===== src/rtl/core/slmc_pkg.sv =====
// Shared types and constants for the sorted line merge and compare block.
// Used by slmc_cfg, slmc_ctrl and the top module in rtl/core; depends on nothing.
package slmc_pkg;

    localparam int APB_AW = 4;
    localparam int APB_DW = 32;

    localparam logic [7:0] NL_BYTE = 8'd10;

    localparam logic [1:0] REG_HIDE_FIRST  = 2'd0;
    localparam logic [1:0] REG_HIDE_SECOND = 2'd1;
    localparam logic [1:0] REG_HIDE_THIRD  = 2'd2;

    localparam logic [1:0] COL_ONLY_A = 2'd1;
    localparam logic [1:0] COL_ONLY_B = 2'd2;
    localparam logic [1:0] COL_BOTH   = 2'd3;

    typedef enum logic [1:0] {
        ORD_EQUAL   = 2'd0,
        ORD_A_FIRST = 2'd1,
        ORD_B_FIRST = 2'd2
    } t_order;

    typedef struct packed {
        logic hide_first;
        logic hide_second;
        logic hide_third;
    } t_cfg;

    typedef struct packed {
        logic       finished;
        logic       want_b;
        logic       want_a;
        logic [7:0] line_length;
        logic [1:0] indent_tabs;
        logic       shown;
        logic [1:0] column;
    } t_result;

    typedef struct packed {
        logic held_a;
        logic held_b;
        logic ended_a;
        logic ended_b;
    } t_status;

endpackage


===== src/rtl/core/slmc_cfg.sv =====
// APB register file holding the three column suppression flags.
// Depends on slmc_pkg for the register indexes and the t_cfg type.
module slmc_cfg (
    input  logic                         i_clk,
    input  logic                         i_rst_n,
    input  logic                         i_psel,
    input  logic                         i_penable,
    input  logic                         i_pwrite,
    input  logic [slmc_pkg::APB_AW-1:0]  i_paddr,
    input  logic [slmc_pkg::APB_DW-1:0]  i_pwdata,
    output logic [slmc_pkg::APB_DW-1:0]  o_prdata,
    output slmc_pkg::t_cfg               o_cfg
);

    slmc_pkg::t_cfg r_cfg;
    slmc_pkg::t_cfg n_cfg;
    logic           wr_en;
    logic [1:0]     reg_idx;

    assign wr_en   = i_psel && i_penable && i_pwrite;
    assign reg_idx = i_paddr[3:2];

    always_comb begin
        n_cfg = r_cfg;
        if (wr_en) begin
            case (reg_idx)
                slmc_pkg::REG_HIDE_FIRST:  n_cfg.hide_first  = i_pwdata[0];
                slmc_pkg::REG_HIDE_SECOND: n_cfg.hide_second = i_pwdata[0];
                slmc_pkg::REG_HIDE_THIRD:  n_cfg.hide_third  = i_pwdata[0];
                default:                   n_cfg = r_cfg;
            endcase
        end
    end

    always_ff @(posedge i_clk) begin
        if (!i_rst_n) begin
            r_cfg <= '0;
        end else begin
            r_cfg <= n_cfg;
        end
    end

    always_comb begin
        case (reg_idx)
            slmc_pkg::REG_HIDE_FIRST:  o_prdata = {31'd0, r_cfg.hide_first};
            slmc_pkg::REG_HIDE_SECOND: o_prdata = {31'd0, r_cfg.hide_second};
            slmc_pkg::REG_HIDE_THIRD:  o_prdata = {31'd0, r_cfg.hide_third};
            default:                   o_prdata = '0;
        endcase
    end

    assign o_cfg = r_cfg;

endmodule


===== config.mk =====
export PLATFORM = sky130hd
export DESIGN_NAME = slmc_cfg
export DESIGN_NICKNAME = d
export VERILOG_FILES = /design/src/rtl/core/slmc_pkg.sv /design/src/rtl/core/slmc_cfg.sv
export SDC_FILE = /design/constraint.sdc
export NUM_CORES = 1
export LEC_CHECK = 0
export BUFFER_PORTS_ARGS = -buffer_cell sky130_fd_sc_hd__clkbuf_2
export CELL_PAD_IN_SITES_DETAIL_PLACEMENT = 1
export CELL_PAD_IN_SITES_GLOBAL_PLACEMENT = 1
export CORE_UTILIZATION = 14
export CTS_CLUSTER_DIAMETER = 80
export CTS_CLUSTER_SIZE = 16
export DETAILED_ROUTE_END_ITERATION = 8
export PLACE_DENSITY_LB_ADDON = 0.1
export SETUP_SLACK_MARGIN = 0.02
export SYNTH_ARGS = -nofsm -noshare
export SYNTH_HDL_FRONTEND = slang
export SYNTH_SLANG_ARGS = --single-unit

===== constraint.sdc =====
create_clock -name i_clk -period 0.82 [get_ports i_clk]
set_input_delay 0.164 -clock i_clk [delete_from_list [all_inputs] [get_ports i_clk]]
set_output_delay 0.164 -clock i_clk [all_outputs]
set_load 0.02 [all_outputs]

==> implementation parameters, run 1 <==
Parameter                              Value

Setup path
  Maximum net fanout on the critical path    2
  R2R Path Start    o_cfg[2]$_SDFFE_PN0P_
  Critical Path Slowest Stage Cell    sky130_fd_sc_hd__dfxtp_4
  CP Launch Type    register
  Worst flop-to-flop path endpoint    o_cfg[2]$_SDFFE_PN0P_
  Critical path arrival    0.95 ns
  CP required    0.66 ns
  Dominant delay contributor by cell family on the critical path    flip-flops
  Worst Path Buf+Inv    1
  Ordered cell list for the critical path    mux2i_2, o21ai_2, clkbuf_8
  Max incr delay on CP    0.34 ns
  Worst Setup Path Type    reg -> out
  Worst reg-to-reg path cell count    4
  Minimum setup slack among reg-to-reg paths    -0.08 ns
  Endpoint type of the worst setup path    output pin

Layout
  Max FFs per register    3
  Multi-input logic area    233 µm²
  Number of fill cells    340
  Final net count    113
  Area growth from synthesis to final layout    34.8%
  Inserted Diodes    0
  Register area    68.8 µm²
  Fraction of final layout cells sized beyond drive strength 1    0.451

Clock network
  Root buffer selected by CTS    sky130_fd_sc_hd__clkbuf_4
  Maximum buffer depth of the clock tree    2
  CTS H-Tree Depth    1
  Number of buffers inserted by hold repair at cts    0
  Total CTS buffers    3
  Clock latency on the worst-skew pair    0.23 ns
  Clock slew seen by the registers of the worst setup and hold paths    0.04 ns
  Clock sinks    3
  Clock tree from TritonCTS    yes

Global route
  Pin count of the biggest net entering global routing    7
  Number of antenna violations at the first check in global routing    0
  Global-route congestion overflow total    0
  Total GRT Usage    0.0484
  Wire length of the first global-routing pass    1090 µm
  Vias in the first global route    242

Routing
  Count of vias placed by the detailed router    293
  Average vias per placed instance    2.87
  Iter 0 DRT Violations    3
  Number of detailed-routing iterations run before antenna repair    2
  Antenna-violating nets left    0
  DRC violations left    0
  WL final    688 µm
  Routed length per instance    6.75 µm

Synth
  Sequential-to-total area share from yosys stat    0.149
  Synth Register Bits    3
  Avg Cell Area, Syn    8.39 µm²
  Post-synthesis instance area    403 µm²
  Syn Inst Count    48
  Netlist cell types    11
  Count of warnings emitted by yosys    0

Worst hold path
  Cell depth of the worst hold path    3
  Hold WC Path Type    in -> reg
  Sink of the worst hold path    o_cfg[2]$_SDFFE_PN0P_
  Min-Delay Startpoint    i_pwdata[0]

Floorplan
  Boundary pin count    76
  Area of the core region    2730 µm²
  Total number of placement rows    19
  Horizontal die dimension    55.6 µm
  Initial core utilization    0.147
  Chip height    55.6 µm
  Area of the die    3100 µm²

Power
  PD cells    1110 nW/µm²
  Pwr Total    604 µW
  Part of the total power dissipated in combinational logic    0.328
  Switching pwr    237 µW
  Switching Fraction    0.392
  Internal    367 µW
  Sequential share of power    0.240
  Leakage power    0.274 nW
  Share of total power in the clock network    0.432
  Maximum VDD drop    330 µV

STA
  # setup viols final    5
  Final period util    1.36
  Total count of hold-check failures in the final report    0
  Max-slew violation count    0
  Setup repair after global routing missed its margin    true
  Final period demand of the worst path    1.12 ns
  Layout Skew    0 ns
  Fmax    0.895 GHz
  Fin worst setup slack    -0.297 ns

Placement
  Count of buffers from port buffering    11
  Final estimated routing congestion in global placement    0.621
  Half-perimeter wire length of the detailed placement result    609 µm
  Post-Place Setup Slack    -0.137 ns

Run status
  Violations in the final reports    negative setup slack
  Status    finished with violations

Job
  Max Cap Violations    0
==> power by group through the flow <==
stage                     clock [mW]  combinational, mW  sequential (mW)
after floorplan                    0              0.251            0.149
after global placement             0              0.187            0.146
after detailed placement           0              0.186            0.146
after CTS                      0.281              0.192            0.145
after global routing           0.295              0.214            0.145
final                          0.261              0.198            0.145
==> worst register-to-register path, stage by stage (launching register included) <==
cell and delay (ns):
sky130_fd_sc_hd__dfxtp_4 0.34, sky130_fd_sc_hd__buf_4 0.13, sky130_fd_sc_hd__buf_6 0.11, sky130_fd_sc_hd__o311ai_1 0.07
sky130_fd_sc_hd__o41ai_1 0.13
==> cells in the mapped netlist (all sizes together) <==
cell type	instances	area, µm²
o21ai	1	5.00
dfxtp	3	60.1
o41ai	1	8.76
conb	1	3.75
nor3b	2	25.0
buf	31	233
nand3b	1	7.51
mux2i	3	30.0
nand2	3	11.3
o311ai	1	8.76
nand3	1	10.0
==> placed cells by master, fill, tap and decap left out <==
| cell | n |
|---|---|
| sky130_fd_sc_hd__buf_6 | 4 |
| sky130_fd_sc_hd__o311ai_1 | 1 |
| sky130_fd_sc_hd__conb_1 | 31 |
| sky130_fd_sc_hd__dfxtp_4 | 2 |
| sky130_fd_sc_hd__buf_4 | 5 |
| sky130_fd_sc_hd__clkbuf_8 | 1 |
| sky130_fd_sc_hd__o21ai_2 | 1 |
| sky130_fd_sc_hd__mux2i_1 | 2 |
| sky130_fd_sc_hd__nand2_1 | 2 |
| sky130_fd_sc_hd__nand3b_1 | 1 |
| sky130_fd_sc_hd__buf_8 | 3 |
| sky130_fd_sc_hd__clkbuf_2 | 7 |
| sky130_fd_sc_hd__o41ai_1 | 1 |
| sky130_fd_sc_hd__nand2_2 | 1 |
| sky130_fd_sc_hd__dfxtp_2 | 1 |
| sky130_fd_sc_hd__nand3_2 | 1 |
| sky130_fd_sc_hd__mux2i_2 | 1 |
| sky130_fd_sc_hd__clkbuf_4 | 3 |
| sky130_fd_sc_hd__clkbuf_1 | 1 |
| sky130_fd_sc_hd__nor3b_2 | 2 |
==> worst max-delay path by stage <==
stage,from,endpoint,slack (ns),depth (start not counted)
after detailed placement,i_paddr[2],o_prdata[0],-0.14,4
after global placement,i_paddr[2],o_cfg[2]$_SDFFE_PN0P_,-0.13,3
after global routing,o_cfg[2]$_SDFFE_PN0P_,o_prdata[0],-0.34,3
final,o_cfg[1]$_SDFFE_PN0P_,o_prdata[0],-0.30,3
after CTS,o_cfg[2]$_SDFFE_PN0P_,o_prdata[0],-0.32,3
after floorplan,o_cfg[1]$_SDFFE_PN0P_,o_prdata[0],-0.05,2
==> cell families after synthesis <==
group | count (synthesis) | synth area share
muxes | 3 | 0.0745
DFF | 3 | 0.149
and+or+nand+nor | 7 | 0.134
other | 1 | 0.00931
buffers and inverters | 31 | 0.578
AOI/OAI and AO/OA | 3 | 0.0559
==> per-stage QoR <==
stage          TNS, ns  area, µm²  hold WS, ns   util  cells
2_1_floorplan  -0.0452        527        0.255      -     78
3_3_place_gp    -0.437        433        0.454  0.158     95
3_5_place_dp    -0.392        433        0.445  0.158     95
4_1_cts         -0.886        510        0.191  0.187    100
5_1_grt          -1.09        543        0.212  0.199    102
6_report        -0.921        543        0.195  0.199    102
==> metal layers <==
metal  track usage  up-vias  share of wire
li1              -      142              -
met1        0.0473      129           0.38
met2        0.0740       22           0.51
met3        0.0256        0           0.11
met5             0        -              0
met4        0.0429        0              0
==> layout make-up <==
| class | count | area share |
|---|---|---|
| multi-input cells | 44 | 0.429 |
| repair buffers | 20 | 0.325 |
| flip-flops and latches | 3 | 0.127 |
| well taps | 31 | 0.0714 |
| clock buffers | 4 | 0.0484 |
==> timing repair <==
action / in CTS / in global routing
resized for setup: 11 / 7
cloned: 0 / 0
setup buffers: 1 / 2
setup endpoints to repair: 4 / 6
pin swaps: 1 / 0
Note: power is estimated with default switching activity, not from simulation.
==> run 2, diff against run 1 <==
--- a/config.mk
+++ b/config.mk
@@ -5,10 +5,11 @@
 export SDC_FILE = /design/constraint.sdc
 export NUM_CORES = 1
 export LEC_CHECK = 0
+export ABC_AREA = 1
 export BUFFER_PORTS_ARGS = -buffer_cell sky130_fd_sc_hd__clkbuf_2
 export CELL_PAD_IN_SITES_DETAIL_PLACEMENT = 1
 export CELL_PAD_IN_SITES_GLOBAL_PLACEMENT = 1
-export CORE_UTILIZATION = 14
+export CORE_UTILIZATION = 13
 export CTS_CLUSTER_DIAMETER = 80
 export CTS_CLUSTER_SIZE = 16
 export DETAILED_ROUTE_END_ITERATION = 8
==> run 2 against run 1 <==
Effect of this change:
- the run ends with design-rule violations, negative setup slack left
- clock skew unchanged
- via count grew 11%
- global-route usage fell by 0.75 points
- clock power down 2%
- worst hold slack lost 0.030 ns
- critical path depth did not move
- largest power group unchanged
==> implementation parameters, run 2 <==
Parameter                              Value

Run status
  Status    finished with violations
  Violations in the final reports    design-rule violations, negative setup slack

Floorplan
  Area of the die    3360 µm²
  Area of the core region    2850 µm²
  Initial core utilization    0.143
  Chip height    57.9 µm
  Boundary pin count    76
  Total number of placement rows    19
  Horizontal die dimension    57.9 µm

Power
  Maximum VDD drop    361 µV
  PD cells    1250 nW/µm²
  Leakage power    0.292 nW
  Pwr Total    619 µW

Global route
  Vias in the first global route    300
  M3 GR Usage    0.0156
  M1 GR Usage    0.0433
  Met2 layer usage reported by global route    0.0706
  Total GRT Usage    0.0409
  Busiest layer in global routing    met2
  Wire length of the first global-routing pass    1060 µm
  Number of antenna violations at the first check in global routing    0
  Pin count of the biggest net entering global routing    7
  Global-route congestion overflow total    0

STA
  Fin worst setup slack    -0.179 ns
  Fmax    1.00 GHz
  Setup repair after global routing missed its margin    true
  # setup viols final    4
  Final period util    1.22
  Total count of hold-check failures in the final report    0
  Minimum hold slack    0.165 ns
  Final period demand of the worst path    0.999 ns
  Layout Skew    0 ns
  Max-slew violation count    0
  Post-Route Setup TNS    -0.505 ns

Synth
  Number of flops mapped to enable cells by yosys    0
  List of most frequent post-synthesis cells    sky130_fd_sc_hd__buf_4, sky130_fd_sc_hd__nand2_1, sky130_fd_sc_hd__nor2_1
  Syn Inst Count    60
  Most numerous cell in the Yosys netlist    sky130_fd_sc_hd__buf_4
  Synth Register Bits    3
  Cells taking the most area after synthesis    sky130_fd_sc_hd__buf_4, sky130_fd_sc_hd__dfxtp_1, sky130_fd_sc_hd__nand2_1
  Cell type with the highest aggregate area in the netlist    sky130_fd_sc_hd__buf_4
  Avg Cell Area, Syn    6.78 µm²
  Count of warnings emitted by yosys    0
  Netlist cell types    9
  Fraction of synthesized cell area taken by the top area cell type    0.572
  Sequential-to-total area share from yosys stat    0.148
  Ys async rst share    0
  Prevailing post-synth register cell    sky130_fd_sc_hd__dfxtp_1
  Post-synthesis instance area    407 µm²

Layout
  Leading cell type in the layout, fill and taps excluded    sky130_fd_sc_hd__conb_1
  Inserted Diodes    0
  Top library cells by usage in the layout, fill and taps aside    sky130_fd_sc_hd__conb_1, sky130_fd_sc_hd__clkbuf_2, sky130_fd_sc_hd__nor2_1
  Final net count    121
  Fraction of final layout cells sized beyond drive strength 1    0.342
  Area growth from synthesis to final layout    22.2%
  Area of all placed cells without fillers    497 µm²
  Non-Filler Instances    110
  Number of fill cells    362
  Final Util    0.174
  Max FFs per register    3

Clock network
  Root buffer selected by CTS    sky130_fd_sc_hd__clkbuf_4
  CTS H-Tree Depth    1
  Clock slew seen by the registers of the worst setup and hold paths    0.04 ns
  Clock sinks    3
  Clock latency on the worst-skew pair    0.23 ns
  Total CTS buffers    3
  Clock tree from TritonCTS    yes
  Maximum buffer depth of the clock tree    2

Routing
  WL final    680 µm
  DRC violations left    4
  Routed length per instance    6.18 µm
  Count of vias placed by the detailed router    326
  Number of detailed-routing iterations run before antenna repair    6
  Average vias per placed instance    2.96
  Iter 0 DRT Violations    8
  Antenna-violating nets left    0

Placement
  Post-Place Setup Slack    -0.111 ns
  Placed cell count    105
  Final estimated routing congestion in global placement    0.603
  Count of buffers from port buffering    11
  Instance area at placement    414 µm²
  Half-perimeter wire length of the detailed placement result    603 µm

Setup path
  CP Launch Type    register
  Maximum net fanout on the critical path    3
  CP required    0.66 ns
  Endpoint type of the worst setup path    output pin
  Worst Setup Path Type    reg -> out
  Critical path arrival    0.83 ns

Worst hold path
  Hold WC Path Type    in -> reg

Job
  Max Cap Violations    0
-- run 2: cell type report --
| class | instances | area (µm²) | share of cell area |
|---|---|---|---|
| sequential | 3 | 63.8 | 0.128 |
| clock buffer | 4 | 26.3 | 0.0529 |
| tap | 31 | 38.8 | 0.0781 |
| multi-input combinational | 52 | 224 | 0.451 |
| inverter | 4 | 15.0 | 0.0302 |
| timing repair buffer | 16 | 129 | 0.259 |
-- run 2: repair_timing --
action / CTS / global route
hold buffers: 0 / 0
setup endpoints to repair: 4 / 4
buffers inserted: 1 / 0
resized for setup: 10 / 6
pin swaps: 0 / 1
-- run 2: layer usage --
layer  share of wire  up-vias
met5               0        -
li1                -      158
met1            0.34      142
met4               0        0
met3            0.13        0
met2            0.54       26
-- run 2: power by group --
group,total [mW],internal (mW),switching [mW]
logic,0.211,0.0437,0.167
registers,0.153,0.151,0.00287
clock network,0.255,0.182,0.0725
total,0.619,0.376,0.242
-- run 2: kinds of logic after synthesis --
group | count (synthesis) | share of synthesized area
buf+inv | 35 | 0.609
simple gates | 18 | 0.197
compound gates | 3 | 0.0369
flops | 3 | 0.148
other cells | 1 | 0.00922
-- run 2: worst max-delay path: stages, from the launching register on --
cell and delay [ns]:
sky130_fd_sc_hd__dfxtp_2 0.33, sky130_fd_sc_hd__nand2_2 0.06, sky130_fd_sc_hd__nand3_2 0.08, sky130_fd_sc_hd__buf_8 0.13
-- run 2: path summary, 6_finish.rpt --
path,start,to,slack (ns),cells after the start
setup / recovery,o_cfg[1]$_SDFFE_PN0P_,o_prdata[0],-0.18,3
hold / removal,i_rst_n,o_cfg[1]$_SDFFE_PN0P_,0.17,3
setup reg to reg,o_cfg[2]$_SDFFE_PN0P_,o_cfg[2]$_SDFFE_PN0P_,0.09,3
hold reg to reg,o_cfg[0]$_SDFFE_PN0P_,o_cfg[0]$_SDFFE_PN0P_,0.51,2
